--- src/rtl/rsse_pkg.sv ---
package rsse_pkg;

	localparam int MAX_PARITY  = 32;
	localparam int SYMBOL_BITS = 8;
	localparam int CFG_W       = 6;
	localparam int CNT_W       = $clog2(MAX_PARITY + 2);
	localparam int IDX_W       = $clog2(MAX_PARITY);

	// Field polynomial x^8 + x^4 + x^3 + x^2 + 1.
	localparam logic [SYMBOL_BITS:0] FIELD_POLY = 9'h11D;
	localparam logic [SYMBOL_BITS-1:0] ALPHA = 8'h02;
	localparam logic [CFG_W-1:0] RESET_PARITY = 6'd32;

	typedef logic [SYMBOL_BITS-1:0] sym_t;
	typedef logic [CNT_W-1:0] cnt_t;
	typedef sym_t [MAX_PARITY-1:0] sym_vec_t;

	typedef struct packed {
		sym_t message_symbol;
		logic final_symbol;
	} in_word_t;

	typedef struct packed {
		sym_t parity_symbol;
		logic parity_last;
	} out_word_t;

	// Generator status seen by the encoder datapath.
	typedef struct packed {
		logic ready;
		cnt_t count;
	} gen_stat_t;

	// GF(256) product: carry-less multiply, then fold the high bits back.
	function automatic sym_t gf_mul(sym_t a, sym_t b);
		logic [2*SYMBOL_BITS-2:0] p;
		p = '0;
		for (int i = 0; i < SYMBOL_BITS; i++) begin
			if (b[i]) begin
				p = p ^ ((2*SYMBOL_BITS-1)'(a) << i);
			end
		end
		for (int k = 2*SYMBOL_BITS-2; k >= SYMBOL_BITS; k--) begin
			if (p[k]) begin
				p = p ^ ((2*SYMBOL_BITS-1)'(FIELD_POLY) << (k - SYMBOL_BITS));
			end
		end
		return p[SYMBOL_BITS-1:0];
	endfunction

	// A count of zero acts as one, anything above the maximum as the maximum.
	function automatic cnt_t clamp_count(logic [CFG_W-1:0] v);
		cnt_t r;
		if (v == '0) begin
			r = cnt_t'(1);
		end else if (int'(v) > MAX_PARITY) begin
			r = cnt_t'(MAX_PARITY);
		end else begin
			r = cnt_t'(v);
		end
		return r;
	endfunction

endpackage

--- src/rtl/rsse_unload.sv ---
module rsse_unload (
	input  logic                 clk,
	input  logic                 arst_n,
	input  rsse_pkg::cnt_t       count,
	input  logic                 load,
	input  rsse_pkg::sym_vec_t   load_vec,
	output logic                 unload_free,
	output logic                 out_valid,
	input  logic                 out_ready,
	output rsse_pkg::out_word_t  out_data
);
	import rsse_pkg::*;

	cnt_t rem_q;
	sym_t hold_q [MAX_PARITY];
	logic pop;
	logic [IDX_W-1:0] top_idx;

	assign pop         = out_valid && out_ready;
	assign unload_free = (rem_q == '0) || (rem_q == cnt_t'(1) && out_ready);
	assign out_valid   = (rem_q != '0);
	assign top_idx     = IDX_W'(count - cnt_t'(1));

	assign out_data.parity_symbol = hold_q[top_idx];
	assign out_data.parity_last   = (rem_q == cnt_t'(1));

	always_ff @(posedge clk or negedge arst_n) begin
		if (!arst_n) begin
			rem_q <= '0;
		end else if (load) begin
			rem_q <= count;
		end else if (pop) begin
			rem_q <= rem_q - cnt_t'(1);
		end
	end

	// Shift toward the top tap so the next symbol is always at count - 1.
	always_ff @(posedge clk) begin
		if (load) begin
			for (int j = 0; j < MAX_PARITY; j++) begin
				hold_q[j] <= load_vec[j];
			end
		end else if (pop) begin
			hold_q[0] <= '0;
			for (int j = 1; j < MAX_PARITY; j++) begin
				hold_q[j] <= hold_q[j-1];
			end
		end
	end

endmodule

--- config.mk ---
export PLATFORM = sky130hd
export DESIGN_NAME = rsse_unload
export DESIGN_NICKNAME = d
export VERILOG_FILES = /design/src/rtl/rsse_pkg.sv /design/src/rtl/rsse_unload.sv
export SDC_FILE = /design/constraint.sdc
export NUM_CORES = 1
export LEC_CHECK = 0
export BUFFER_PORTS_ARGS = -buffer_cell sky130_fd_sc_hd__buf_4
export CAP_MARGIN = 20
export CORE_MARGIN = 2
export CORE_UTILIZATION = 56
export DETAILED_ROUTE_END_ITERATION = 8
export GPL_TIMING_DRIVEN = 0
export PLACE_DENSITY = 0.79
export SETUP_SLACK_MARGIN = 0.05
export SLEW_MARGIN = 20
export SYNTH_ARGS = -nofsm -noshare
export SYNTH_HDL_FRONTEND = slang
export SYNTH_SLANG_ARGS = --single-unit
--- constraint.sdc ---
create_clock -name clk -period 9 [get_ports clk]
set_clock_uncertainty 0.1 [all_clocks]
set_input_delay 0.45 -clock clk [delete_from_list [all_inputs] [get_ports clk]]
set_output_delay 0.45 -clock clk [all_outputs]
set_load 0.02 [all_outputs]
==> impl_metrics.ini <==
[floorplan]
ios = 277
row_count = 56
start_util_pct = 57.11
die-width_um = 158.9
core_mm2 = 0.02354
dieHeight_um = 158.9
die_area_mm2 = 0.02526

[drt]
drtIter0Drc = 715
routedWlPerCell_um = 24.76
drt_pass1_iterations = 6
drt-total-wl_um = 35510
drc = 0
vias = 8558
vias_per_cell = 5.968
ant_nets = 0

[placed_design]
dp_cells = 1380
io_buffer_count = 272
hpwl_um = 26760
placed_area_mm2 = 0.01603
place.gp.congestion = 0.8326

[power]
finalPower_uw = 3184
switching_share_pct = 24.51
power_per_cell_area_mw_per_mm2 = 188.9
power_switching_uw = 780.5
internal_power_uw = 2404
p_comb_share_pct = 17.7
ir_drop_uv = 154.9
p_leak_uw = 0.006451
seqPwrFrac_pct = 49.3
pwr-share-clk_pct = 32.9

[cts]
cts_root_buf = clkbuf_16
postCtsHoldBufs = 1
cts_resized = 0
cts_sinks = 262
cts_buffers = 28
ctsLongestPathBuffers = 3
cts_setup_buffers = 0
h-tree-depth = 1
tritoncts = done
insertion_delay_ns = 0.54
clk_pin_slew_worst_paths_ns = 0.06

[logic_synthesis]
synth_edf_count = 248
synthCells = 784
yosysWarnings = 0
syn_area_per_cell_um2 = 17.15
ys_types = 42
syn_area_mm2 = 0.01344
ys_ff_latch = 262
yosysSeqAreaShare_pct = 57.70
synthArstFlopShare_pct = 2.290
syn_nets = 1053
yosys_most_used_dff = edfxtp_1

[run_status]
status = finished, final reports clean

[setup_path]
ff2ff_setup_slack_ns = 6.19
path_class = in -> out
r2r-end = hold_q[11][2]
crit_chain = clkbuf_1, buf_2, inv_1, ha_1, buf_2, clkbuf_1, mux4_2, nor2b_1, a211oi_1, nor4_1, buf_4
r2r_cells = 7
cp_slowest_cell = clkbuf_1
max_stage_delay_ns = 0.68
cp-start-kind = input pin
path_max_fanout = 10
cp.arrival_ns = 3.83
required_ns = 8.45
end_kind = primary output
r2r-start = rem_q[2]

[sta]
min_period_over_period_pct = 48.66
max_freq_mhz = 228.4
report.final.slew_viol_count = 0
setup_viol = 0
tightest_slew_ns = 0.8824
hold_viol = 0
maxSlewHeadroom_pct = 41.17
rsz0062_at_grt = false
timing.final.crit_period_ns = 4.379

[layout]
design_area_mm2 = 0.01686
drive_above_1_share_pct = 59.93
final_util_pct = 71.60
finalNonFillerCells = 1434
area_growth_pct = 25.39
nNetsFinal = 1361

[grt]
grt_pass1_wl_um = 53250
grt-ovfl-total = 0
antenna_found_initial = 4
grt_max_degree = 56
track_usage_pct = 27.77
grt_pass1_vias = 8949

[hold_path]
hold_path.startpoint = load_vec[6]
hold_depth = 3
hold_path_end = hold_q[0][6]
hold_path.class = in -> reg

[job]
maxCapViolations = 0
==> how the worst max path moves through the flow <==
stage                  start       endpoint  slack (ns)  cells after the start
finish              count[0]    out_data[4]        4.62                     11
CTS                 count[0]    out_data[4]        4.74                     11
detailed placement  count[0]    out_data[4]        4.74                     11
floorplan               load  hold_q[10][0]        1.00                      4
global route        count[0]    out_data[4]        4.52                     11
global placement        load  hold_q[12][5]       -2.29                      4
==> metrics by stage <==
stage | setup WS (ns) | setup TNS, ns | hold slack (ns)
2_1_floorplan | 1.004 | 0 | 0.05441
3_3_place_gp | -2.287 | -562.76 | 0.1588
3_5_place_dp | 4.743 | 0 | 0.1601
4_1_cts | 4.741 | 0 | 0.009248
5_1_grt | 4.516 | 0 | 0.01674
6_report | 4.621 | 0 | 0.01975
==> state kept, by name, summed over array words and instances (netlist names) <==
| name | flops |
|---|---|
| rem_q | 6 |
| hold_q | 256 |
==> per-layer routing <==
metal	part of all wire [%]	vias to the layer above	track usage, %
li1	-	3798	-
met1	39	4286	36.32
met2	49	414	46.67
met3	9.4	58	7.268
met4	2.6	2	7.273
met5	0.045	-	0
==> cell usage in the layout (no fill, tap or decap), types with 5 or more instances in the layout <==
cell and n:
mux4_2 64, buf_16 5, nand2_1 20, a221oi_1 8, nor4_1 9, inv_1 6
clkinv_1 10, mux2_4 36, a21oi_1 17, buf_4 272, buf_2 21, dfxtp_1 8
dfrtp_1 6, buf_6 5, nor2b_1 17, edfxtp_1 248, a211oi_1 8, mux2_2 227
clkbuf_1 37, o21ai_0 11, clkbuf_16 29
==> critical path, delay by kind of cell <==
kind / cells / cell delay, ns
fa+ha+maj: 1 / 0.28
mux: 1 / 0.42
buf+inv: 6 / 1.82
simple gates: 2 / 0.29
compound gates: 1 / 0.56
==> cell type report <==
cell class / count / area, µm²
clock inverter: 13 / 52.55
multi-input combinational: 462 / 5405
antenna: 2 / 5.005
inverter: 6 / 22.52
timing repair buffer: 278 / 2190
sequential: 262 / 7757
tap: 319 / 399.1
clock buffer: 38 / 759.5
fill: 1578 / 6685
buffer: 54 / 266.5
==> power groups by stage <==
stage	clock network [µW]	registers, µW	logic (µW)
after CTS	1060	1570	565
after floorplan	0	1580	347
final	1050	1570	565
after global routing	1100	1580	597
after global placement	0	1610	542
after detailed placement	0	1590	562
==> cells by family after synthesis <==
kind of cell	count (synthesis)	share of synthesized area, %
compound gates	54	2.569
xor+xnor	7	0.4560
fa+ha+maj	3	0.2792
buf+inv	60	2.150
flops	262	57.70
mux	332	34.16
simple gates	66	2.680
==> Yosys cell counts, drive strengths merged, types with 3 or more instances <==
cell,instances,area [µm²]
buf,26,161.4
xnor2,4,35.03
a21oi,17,85.08
clkbuf,28,105.1
nor2b,17,106.4
nor2,5,21.27
a211oi,8,60.06
nand2,20,75.07
mux4,64,1441
ha,3,37.54
dfrtp,6,150.1
a221oi,8,70.07
nor4,9,56.30
nor3,3,15.01
dfxtp,8,160.2
inv,6,22.52
o21ai,14,73.82
xor2,3,26.28
mux2,267,3142
edfxtp,248,7447
Power figures use the tool's default switching activity.
