--- config.mk ---
export PLATFORM = sky130hd
export DESIGN_NAME = rsse_lfsr
export DESIGN_NICKNAME = d
export VERILOG_FILES = /design/src/rtl/rsse_pkg.sv /design/src/rtl/rsse_lfsr.sv
export SDC_FILE = /design/constraint.sdc
export NUM_CORES = 2
export LEC_CHECK = 0
export ABC_AREA = 1
export BUFFER_PORTS_ARGS = -buffer_cell sky130_fd_sc_hd__buf_2
export CAP_MARGIN = 30
export CELL_PAD_IN_SITES_DETAIL_PLACEMENT = 1
export CELL_PAD_IN_SITES_GLOBAL_PLACEMENT = 2
export CORE_UTILIZATION = 34
export DETAILED_ROUTE_END_ITERATION = 8
export MAX_ROUTING_LAYER = met4
export PLACE_DENSITY_LB_ADDON = 0.1
export SYNTH_ARGS = -nofsm -noshare
export SYNTH_HDL_FRONTEND = slang
export SYNTH_SLANG_ARGS = --single-unit
--- constraint.sdc ---
create_clock -name clk -period 7.2 [get_ports clk]
set_clock_uncertainty 0.05 [all_clocks]
set_input_delay 0.72 -clock clk [delete_from_list [all_inputs] [get_ports clk]]
set_output_delay 0.72 -clock clk [all_outputs]
set_load 0.05 [all_outputs]
--- src/rtl/rsse_pkg.sv ---
package rsse_pkg;

	localparam int MAX_PARITY  = 32;
	localparam int SYMBOL_BITS = 8;
	localparam int CFG_W       = 6;
	localparam int CNT_W       = $clog2(MAX_PARITY + 2);
	localparam int IDX_W       = $clog2(MAX_PARITY);

	// Field polynomial x^8 + x^4 + x^3 + x^2 + 1.
	localparam logic [SYMBOL_BITS:0] FIELD_POLY = 9'h11D;
	localparam logic [SYMBOL_BITS-1:0] ALPHA = 8'h02;
	localparam logic [CFG_W-1:0] RESET_PARITY = 6'd32;

	typedef logic [SYMBOL_BITS-1:0] sym_t;
	typedef logic [CNT_W-1:0] cnt_t;
	typedef sym_t [MAX_PARITY-1:0] sym_vec_t;

	typedef struct packed {
		sym_t message_symbol;
		logic final_symbol;
	} in_word_t;

	typedef struct packed {
		sym_t parity_symbol;
		logic parity_last;
	} out_word_t;

	// Generator status seen by the encoder datapath.
	typedef struct packed {
		logic ready;
		cnt_t count;
	} gen_stat_t;

	// GF(256) product: carry-less multiply, then fold the high bits back.
	function automatic sym_t gf_mul(sym_t a, sym_t b);
		logic [2*SYMBOL_BITS-2:0] p;
		p = '0;
		for (int i = 0; i < SYMBOL_BITS; i++) begin
			if (b[i]) begin
				p = p ^ ((2*SYMBOL_BITS-1)'(a) << i);
			end
		end
		for (int k = 2*SYMBOL_BITS-2; k >= SYMBOL_BITS; k--) begin
			if (p[k]) begin
				p = p ^ ((2*SYMBOL_BITS-1)'(FIELD_POLY) << (k - SYMBOL_BITS));
			end
		end
		return p[SYMBOL_BITS-1:0];
	endfunction

	// A count of zero acts as one, anything above the maximum as the maximum.
	function automatic cnt_t clamp_count(logic [CFG_W-1:0] v);
		cnt_t r;
		if (v == '0) begin
			r = cnt_t'(1);
		end else if (int'(v) > MAX_PARITY) begin
			r = cnt_t'(MAX_PARITY);
		end else begin
			r = cnt_t'(v);
		end
		return r;
	endfunction

endpackage

--- src/rtl/rsse_lfsr.sv ---
module rsse_lfsr (
	input  logic                 clk,
	input  logic                 arst_n,
	input  logic                 clear,
	input  rsse_pkg::gen_stat_t  stat,
	input  rsse_pkg::sym_vec_t   coef,
	input  logic                 in_valid,
	output logic                 in_ready,
	input  rsse_pkg::in_word_t   in_data,
	input  logic                 unload_free,
	output logic                 load,
	output rsse_pkg::sym_vec_t   load_vec
);
	import rsse_pkg::*;

	logic     valid_s1;
	in_word_t word_s1;
	logic     advance;
	sym_t     fb;
	sym_t     par_q [MAX_PARITY];
	logic [IDX_W-1:0] top_idx;

	// A final word waits in the input stage until the unloader can take the parity.
	assign advance  = valid_s1 && (!word_s1.final_symbol || unload_free);
	assign in_ready = stat.ready && (!valid_s1 || advance);
	assign load     = advance && word_s1.final_symbol;
	assign top_idx  = IDX_W'(stat.count - cnt_t'(1));
	assign fb       = word_s1.message_symbol ^ par_q[top_idx];

	always_comb begin
		for (int j = 0; j < MAX_PARITY; j++) begin
			if (j < int'(stat.count)) begin
				load_vec[j] = ((j == 0) ? sym_t'(0) : par_q[(j == 0) ? 0 : j-1])
					^ gf_mul(fb, coef[j]);
			end else begin
				load_vec[j] = par_q[j];
			end
		end
	end

	always_ff @(posedge clk or negedge arst_n) begin
		if (!arst_n) begin
			valid_s1 <= 1'b0;
		end else if (in_valid && in_ready) begin
			valid_s1 <= 1'b1;
		end else if (advance) begin
			valid_s1 <= 1'b0;
		end
	end

	always_ff @(posedge clk) begin
		if (in_valid && in_ready) begin
			word_s1 <= in_data;
		end
	end

	always_ff @(posedge clk or negedge arst_n) begin
		if (!arst_n) begin
			for (int j = 0; j < MAX_PARITY; j++) begin
				par_q[j] <= '0;
			end
		end else if (clear || load) begin
			for (int j = 0; j < MAX_PARITY; j++) begin
				par_q[j] <= '0;
			end
		end else if (advance) begin
			for (int j = 0; j < MAX_PARITY; j++) begin
				par_q[j] <= load_vec[j];
			end
		end
	end

endmodule

==> qor.csv <==
metric,value,unit
Synth Area in Simple Gates,47.78,%
Mean Syn Cell Area,5.421,um2
run status,finished clean,
Final period util,95.56,%
Post-Syn Instances,11200,
synth unique cells,52,
later-pin clock latency in the skew report,0.68,ns
pre-CTS setup slack,0.4046,ns
clock buffer count from CTS,43,
fin nets,11830,
post-synth top area share,24.15,%
GPL Wtd Cong,0.9557,
final hold vios,0,
vias in the first global route,73390,
synthesized cell area,60710,um2
first-pass GRT wire length,471.0,mm
Compound-Gate Fraction of Synth Area,4.142,%
Port Buf Inserts,534,
row count,154,
top post-synthesis cells by count,"nand2_1 (3906), nor2_1 (1555), inv_1 (1318)",
minimum clock period,6.880,ns
TritonCTS clock tree,built,
Die W,424.6,um
placement-stage cell area,67100,um2
initial DRC count,4757,
post-route cell area,68790,um2
endpoints failing setup,0,
worst-margin pin slew,1.100,ns
initial antenna violation count,52,
max_slew headroom,26.66,%
WL per Instance,23.02,um
unrepaired setup endpoints after global routing,no,
adder-cell share of the synthesized area,0.06182,%
num ports,535,
Synth async-reset ratio,96.62,%
"Slew Viols, Final",0,
largest net degree at the start of global routing,122,
Most used DFF post-synth,dfrtp_1,
Core Footprint,176700,um2
synth top area cells,"nand2_1 (24%), xor2_1 (14%), dfrtp_1 (11%), nand3_1 (10%), xnor2_1 (10%)",
area delta synth->final,13.29,%
DR vias/cell,5.223,
max capacitance violation total,0,
mux cell area share after synthesis,0,%
total iterations of the first detailed-routing run,6,
Crit Path Class,primary input to output pin,
htree depth,2,
CTS sink cnt,266,
share of cells above drive strength 1,8.415,%
Clock Path Buffers,3,
clock root cell,clkbuf_16,
drt drc,0,
Synth Register Bits,266,
type of the tightest min-delay check,primary input to flip-flop,
Worst-path clk slew,0.06,ns
final global-route overflow total,0,
final WL,321.3,mm
register area share after synthesis,11.04,%
Critical Path Source Type,primary input,
reg-to-reg setup timing slack,2.45,ns
Peak VDD IR,0.0006065,V
xor/xnor cell area share of the yosys netlist,24.84,%
via count,72910,
Final WS setup,0.3198,ns
Die H,424.6,um
Post-CTS Setup Inserts,0,
Resize count post-CTS,0,
main combinational cell family by area after synthesis,simple AND/OR/NAND/NOR gates,
WP data arrival,6.11,ns
Worst EP required,6.43,ns
Layout fillers,24750,
PwrDens,422.7,nW/um2
cell with the most instances after synthesis,nand2_1,
YS warnings,0,
Die ar.,180300,um2
Initial Util,34.36,%
Yosys top cell by area,nand2_1,
post-route antenna net violation count,0,
highest clock rate,0.1453,GHz
Post-Syn Nets,11480,
GRT Total Usage,35.62,%
Setup TNS,0,ns
"EDFF count, synth",9,
post-DP HPWL,247.6,mm
crit-path max FO,36,
Leak,37.85,nW
crit path capture type,output pin,
flip-flops by register name, indices dropped and copies added (netlist names):
name / flops
par_q: 256
valid_s1: 1
word_s1: 9
final cells by class:
class	instances	area [um2]	area share (%)
Multi-Input combinational cell	9191	46790	68.02
Antenna cell	35	87.58	0.1273
Inverter	1362	5134	7.463
Clock buffer	56	1216	1.768
Sequential cell	266	6701	9.742
Timing Repair Buffer	687	5579	8.111
Clock inverter	24	350.3	0.5093
Tap cell	2340	2928	4.256
cells by family after synthesis:
group,after synthesis
fa+ha+maj,3
simple gates,7048
buf+inv,1743
xor+xnor,1690
compound gates,450
flops,266
timing repair:
action / 4_1_cts / 5_1_grt
endpoints found under the setup margin: 0 / 0
endpoints found under the hold margin: 1 / 0
hold buffers: 1 / 0
cell usage in the layout (no fill, tap or decap), types with 118 or more instances in the layout:
cell type / instances
nand2_1: 3903
nor2_1: 1553
inv_1: 1314
nand3_1: 1242
xor2_1: 954
xnor2_1: 703
buf_2: 445
dfrtp_1: 257
o21ai_0: 218
buf_12: 120
buf_4: 118
through the flow:
stage                     cells  utilization [%]  hold WS, ns  total power (W)
final                     13960            38.93       0.1944          0.02907
after global routing      13960            38.93       0.1771          0.03103
after CTS                 13930            38.87       0.1532          0.02908
after detailed placement  13840            37.98       0.4504          0.02644
after global placement    13840            37.95       0.4296          0.02598
after floorplan           11200                -       0.3744          0.01853
layer usage:
metal,track usage (%),part of all wire (%),vias to the layer above
met2,59.79,48,1857
met3,3.047,4.3,565
li1,-,-,34660
met1,42.95,43,35830
met4,16.66,5.1,0
met5,-,0,-
power breakdown:
| part | switching, W | leakage, nW | internal, W | total, W |
|---|---|---|---|---|
| logic | 0.0170 | 33.5 | 0.00760 | 0.0246 |
| registers | 0.000325 | 3.62 | 0.00168 | 0.00201 |
| clock network | 0.00102 | 0.764 | 0.00148 | 0.00250 |
| total | 0.0183 | 37.8 | 0.0108 | 0.0291 |
critical path, cell delays in order:
cell and delay [ns]:
buf_2 0.19, inv_2 0.12, ha_4 0.30, buf_4 0.40, nand3_1 0.28, nand3_1 0.32
nand3_1 0.27, nand3_1 0.20, nand3_1 0.19, nand2_8 0.31, buf_12 0.29, buf_4 0.31
nand2_1 0.12, inv_1 0.09, nand2_1 0.05, nand2_1 0.06, nand2_1 0.06, nand2_1 0.06
nand2_1 0.08, nand2_1 0.07, nand2_1 0.07, nand2_1 0.23, xor2_1 0.25, nand2b_1 0.14
nand2_1 0.07, a21boi_0 0.38, buf_4 0.24, buf_12 0.14
final timing paths:
path | to | startpoint | cells past startpoint
setup / recovery | load_vec[251] | stat[1] | 28
min in group asynchronous | par_q[93] | arst_n | 2
setup reg to reg | par_q[136] | par_q[182] | 25
hold / removal | word_s1[0] | in_data[0] | 1
max in group asynchronous | par_q[12] | arst_n | 3
hold reg to reg | par_q[4] | par_q[4] | 2
Note: power is estimated with default switching activity, not from simulation.
