[src/rtl/rsse_pkg.sv]
package rsse_pkg;

	localparam int MAX_PARITY  = 32;
	localparam int SYMBOL_BITS = 8;
	localparam int CFG_W       = 6;
	localparam int CNT_W       = $clog2(MAX_PARITY + 2);
	localparam int IDX_W       = $clog2(MAX_PARITY);

	// Field polynomial x^8 + x^4 + x^3 + x^2 + 1.
	localparam logic [SYMBOL_BITS:0] FIELD_POLY = 9'h11D;
	localparam logic [SYMBOL_BITS-1:0] ALPHA = 8'h02;
	localparam logic [CFG_W-1:0] RESET_PARITY = 6'd32;

	typedef logic [SYMBOL_BITS-1:0] sym_t;
	typedef logic [CNT_W-1:0] cnt_t;
	typedef sym_t [MAX_PARITY-1:0] sym_vec_t;

	typedef struct packed {
		sym_t message_symbol;
		logic final_symbol;
	} in_word_t;

	typedef struct packed {
		sym_t parity_symbol;
		logic parity_last;
	} out_word_t;

	// Generator status seen by the encoder datapath.
	typedef struct packed {
		logic ready;
		cnt_t count;
	} gen_stat_t;

	// GF(256) product: carry-less multiply, then fold the high bits back.
	function automatic sym_t gf_mul(sym_t a, sym_t b);
		logic [2*SYMBOL_BITS-2:0] p;
		p = '0;
		for (int i = 0; i < SYMBOL_BITS; i++) begin
			if (b[i]) begin
				p = p ^ ((2*SYMBOL_BITS-1)'(a) << i);
			end
		end
		for (int k = 2*SYMBOL_BITS-2; k >= SYMBOL_BITS; k--) begin
			if (p[k]) begin
				p = p ^ ((2*SYMBOL_BITS-1)'(FIELD_POLY) << (k - SYMBOL_BITS));
			end
		end
		return p[SYMBOL_BITS-1:0];
	endfunction

	// A count of zero acts as one, anything above the maximum as the maximum.
	function automatic cnt_t clamp_count(logic [CFG_W-1:0] v);
		cnt_t r;
		if (v == '0) begin
			r = cnt_t'(1);
		end else if (int'(v) > MAX_PARITY) begin
			r = cnt_t'(MAX_PARITY);
		end else begin
			r = cnt_t'(v);
		end
		return r;
	endfunction

endpackage

[src/rtl/rsse_gen.sv]
module rsse_gen (
	input  logic                         clk,
	input  logic                         arst_n,
	input  logic                         cfg_write,
	input  logic [rsse_pkg::CFG_W-1:0]   cfg_data,
	output rsse_pkg::gen_stat_t          stat,
	output rsse_pkg::sym_vec_t           coef
);
	import rsse_pkg::*;

	typedef enum logic [1:0] {
		ST_INIT,
		ST_STEP,
		ST_READY
	} gen_state_t;

	gen_state_t state_q;
	cnt_t       count_q;
	cnt_t       step_q;
	sym_t       root_q;
	sym_t       g_q [MAX_PARITY+1];

	// One factor (x + root) is multiplied in per cycle, all taps in parallel.
	always_ff @(posedge clk or negedge arst_n) begin
		if (!arst_n) begin
			state_q <= ST_INIT;
			count_q <= clamp_count(RESET_PARITY);
			step_q  <= '0;
		end else if (cfg_write) begin
			state_q <= ST_INIT;
			count_q <= clamp_count(cfg_data);
		end else begin
			unique case (state_q)
				ST_INIT: begin
					state_q <= ST_STEP;
					step_q  <= cnt_t'(2);
				end
				ST_STEP: begin
					if (step_q > count_q) begin
						state_q <= ST_READY;
					end else begin
						step_q <= step_q + cnt_t'(1);
					end
				end
				ST_READY: begin
					state_q <= ST_READY;
				end
				default: begin
					state_q <= ST_INIT;
				end
			endcase
		end
	end

	always_ff @(posedge clk) begin
		if (state_q == ST_INIT) begin
			g_q[0] <= ALPHA;
			g_q[1] <= sym_t'(1);
			for (int j = 2; j <= MAX_PARITY; j++) begin
				g_q[j] <= '0;
			end
			root_q <= gf_mul(ALPHA, ALPHA);
		end else if (state_q == ST_STEP && step_q <= count_q) begin
			g_q[0] <= gf_mul(g_q[0], root_q);
			for (int j = 1; j <= MAX_PARITY; j++) begin
				g_q[j] <= g_q[j-1] ^ gf_mul(g_q[j], root_q);
			end
			root_q <= gf_mul(root_q, ALPHA);
		end
	end

	always_comb begin
		stat.ready = (state_q == ST_READY);
		stat.count = count_q;
		for (int j = 0; j < MAX_PARITY; j++) begin
			coef[j] = g_q[j];
		end
	end

endmodule

[config.mk]
export PLATFORM = sky130hd
export DESIGN_NAME = rsse_gen
export DESIGN_NICKNAME = d
export VERILOG_FILES = /design/src/rtl/rsse_pkg.sv /design/src/rtl/rsse_gen.sv
export SDC_FILE = /design/constraint.sdc
export NUM_CORES = 2
export LEC_CHECK = 0
export BUFFER_PORTS_ARGS = -buffer_cell sky130_fd_sc_hd__buf_2
export CAP_MARGIN = 10
export CORE_MARGIN = 1.5
export CORE_UTILIZATION = 25
export DETAILED_ROUTE_END_ITERATION = 8
export PLACE_DENSITY_LB_ADDON = 0.2
export SLEW_MARGIN = 40
export SYNTH_ARGS = -nofsm -noshare
export SYNTH_HDL_FRONTEND = slang
export SYNTH_SLANG_ARGS = --single-unit
[constraint.sdc]
create_clock -name clk -period 19.6 [get_ports clk]
set_clock_uncertainty 0.05 [all_clocks]
set_input_delay 3.92 -clock clk [delete_from_list [all_inputs] [get_ports clk]]
set_output_delay 3.92 -clock clk [all_outputs]
set_load 0.01 [all_outputs]
==> flow_metrics.tcl <==
set metrics [dict create \
    fin_crit_ps 5773 \
    finalNetCount 5644 \
    hold_viol_final 0 \
    initial_core_util_pct 25.21 \
    required_ps 15630 \
    critPathKind "reg2out" \
    power_density_mw_per_mm2 148.0 \
    wl_mm 160.7 \
    synth_nets 5816 \
    grt_pass1_wl_mm 241.3 \
    postCtsHoldBufs 0 \
    vias 35677 \
    maxCapViolCount 0 \
    yosysUniqueCellTypes 66 \
    p_clk_share_pct 11.2 \
    rsz0062_at_grt "false" \
    drt_first_pass_iters 7 \
    cp_data_arrival_time_ps 1800 \
    reg2reg_from "count_q[5]" \
    fmax_ghz 0.1732 \
    clkLatencyLatePin_ps 650 \
    rows 157 \
    core-area_mm2 0.1833 \
    tightestPinTransition_ps 838.0 \
    clockBufferDepth 3 \
    hold-path-cell-count 1 \
    layout_setup_ws_ps 13830 \
    path_clk_slew_ps 50 \
    synth-seq-area-share_pct 17.75 \
    cp_top_family "flip-flops" \
    p_comb_share_pct 62.3 \
    grt_max_degree 135 \
    final_core_util_pct 27.26 \
    area_delta_synth_final_pct 8.147 \
    io_pins 272 \
    root_buffer "clkbuf_16" \
    placedInstanceArea_mm2 0.04848 \
    dieWidth_um 432.9 \
    ant_nets 0 \
    grt_antenna_before_repair 3 \
    critPathMaxStageDelay_ps 890 \
    drc_errors 0 \
    p_int_mw 3.741 \
    synth_area_leaders "xnor2_1 29%, edfxtp_1 17%, nand2_1 16%" \
    status "finished, final reports clean" \
    cpMaxStageDelayCell "edfxtp_1" \
    ys_ff_latch 278 \
    ys.flop_type "edfxtp_1" \
    fin_crit_sh_pct 29.45 \
    critPathMaxFanout 12 \
    final.setup.tns_ps 0 \
    min_path_type "reg2reg" \
    reg2reg_to "g_q[0][180]" \
    cts_tree "done" \
    drt_iter0_markers 2285 \
    drive_above_1_share_pct 11.98 \
    synth_top_area_share_pct 29.01 \
    p_switching_mw 3.655 \
    postSynthAreaPerCell_um2 7.969 \
    synth-edff-count 256 \
    post_cts_buffers 0 \
    hpwl_mm 102.4 \
    seqPwrFrac_pct 26.5 \
    swShare_pct 49.42 \
    gp_congestion 0.7749 \
    finalPower_mw 7.396 \
    endpoint_kind "primary output" \
    final_area_mm2 0.04996 \
    min-delay-start "step_q[5]" \
    cts-htree-levels 2 \
    viasPerCell 4.390 \
    crit_path_start_kind "flip-flop" \
    cts.sinks 278 \
    ctsResizeCount 0 \
    syn-instance-count 5797 \
    cts_buffers 45 \
    drv_slew 0 \
    synth_top_area_cell "xnor2_1" \
    grt_pass1_vias 35519 \
    synth_warnings 0 \
    synthesis.area_mm2 0.04620 \
    r2r_cells 13 \
    setup_violations 0 \
    slew_headroom_pct 44.13 \
    vdd_drop_max_mv 0.07311 \
    gr-total-overflow 0 \
    rrSetupSlack_ps 14230 \
    min_delay_worst_endpoint "step_q[5]" \
    portBuffers 271 \
    path_buf_inv 1 \
    async_flop_share_pct 5.036 \
    fillers 19628 \
    pre_cts_slack_ps 13820 \
    fp.dieH_um 432.9 \
    drt-wirelength-per-cell_um 19.78 \
    die_area_mm2 0.1874 \
    grt_usage_pct 16.82 \
    leakage_nw 16.71 \
    crit_chain "buf_2" \
]
layout make-up:
cell class | instances | area, um2 | share of cell area (%)
flip-flops and latches | 278 | 8229 | 16.47
multi-input cells | 4943 | 35170 | 70.39
clock buffers | 58 | 1236 | 2.474
diodes | 3 | 7.507 | 0.01503
clock inverters | 24 | 176.4 | 0.3531
repair buffers | 330 | 1958 | 3.919
well taps | 2464 | 3083 | 6.171
inverters | 27 | 101.3 | 0.2028
synthesized netlist by cell type, types with 3 or more instances:
| cell | count |
|---|---|
| xnor3_1 | 143 |
| xor2_1 | 473 |
| ha_1 | 10 |
| nand2_1 | 1947 |
| dfxtp_1 | 8 |
| dfrtp_1 | 13 |
| inv_1 | 26 |
| mux2_1 | 11 |
| o2bb2ai_1 | 10 |
| buf_6 | 43 |
| nand2_2 | 5 |
| xor2_2 | 37 |
| or3b_1 | 4 |
| mux2i_1 | 21 |
| edfxtp_1 | 256 |
| xnor2_4 | 3 |
| o21ai_0 | 48 |
| nand3_1 | 3 |
| nor2_1 | 336 |
| nand2b_1 | 10 |
| clkbuf_1 | 230 |
| xnor3_2 | 22 |
| mux2_2 | 89 |
| buf_2 | 137 |
| a22oi_1 | 38 |
| nand4_1 | 3 |
| xnor2_1 | 1530 |
| a22o_1 | 3 |
| mux2_4 | 8 |
| nor3_1 | 5 |
| a22oi_2 | 16 |
| buf_1 | 96 |
| nor3b_1 | 17 |
| buf_4 | 40 |
| and2_1 | 4 |
| o22ai_1 | 6 |
| xnor2_2 | 64 |
| or2_2 | 3 |
| xor3_2 | 11 |
| a21oi_1 | 26 |
| nor2b_1 | 9 |
worst max path at each step:
stage,from,slack (ps),endpoint,cells after the start
3_3_place_gp,count_q[5],13620,g_q[0][180],13
4_1_cts,g_q[0][229],13730,coef[229],1
6_report,g_q[0][210],13830,coef[210],1
3_5_place_dp,count_q[5],13820,g_q[0][180],13
5_1_grt,g_q[0][208],13770,coef[208],1
2_1_floorplan,count_q[3],11370,g_q[0][0],8
cells in the final DEF (no fill, tap or decap), drive strengths merged, types with 4 or more instances in the layout:
cell     count
buf        330
nor2b        9
nor3b       17
a22oi       54
xor3        11
xnor3      165
nor3         5
o22ai        6
clkinv      21
clkbuf      58
nand2b      10
dfxtp        8
or3b         4
nand2     1952
ha          10
o21ai       49
mux2       108
edfxtp     256
xor2       510
nor2       336
mux2i       21
o2bb2ai     11
dfrtp       13
inv         27
a21oi       28
and2         4
xnor2     1597
metrics by stage:
stage                     instances  hold slack, ps
after detailed placement       8039           474.0
after CTS                      8121           494.6
final                          8127           489.4
after global placement         8035           474.2
after floorplan                5797           442.8
after global routing           8125           519.0
flip-flops by register name, summed over array words and instances (netlist names):
name     flops
count_q      6
g_q        256
root_q       8
state_q      2
step_q       6
cells by family (layout without fill, tap and decap cells):
group | count (synthesis) | in the layout | share of synthesized area (%)
AND/OR/NAND/NOR | 2347 | 2347 | 19.46
XOR/XNOR | 2283 | 2283 | 50.41
buffers and inverters | 576 | 439 | 6.159
flip-flops | 278 | 278 | 17.75
AO/OA/AOI/OAI | 172 | 172 | 2.703
multiplexers | 131 | 131 | 3.250
adder cells (fa/ha/maj) | 10 | 10 | 0.2708
other | 0 | 3 | 0
routing by layer:
| metal | track usage, % | part of all wire (%) | vias to the layer above |
|---|---|---|---|
| met5 | 0 | 0.0081 | - |
| met4 | 3.637 | 2.0 | 2 |
| met3 | 2.092 | 4.0 | 126 |
| met2 | 28.68 | 48 | 607 |
| met1 | 22.52 | 46 | 17522 |
| li1 | - | - | 17420 |
power by group through the flow:
stage	registers [mW]	clock network, mW	logic, mW
3_3_place_gp	2.01	0	4.63
6_report	1.96	0.828	4.61
3_5_place_dp	2.00	0	4.64
4_1_cts	1.99	0.863	4.67
2_1_floorplan	1.34	0	4.04
5_1_grt	2.04	0.870	5.04
Note: power is estimated with default switching activity, not from simulation.
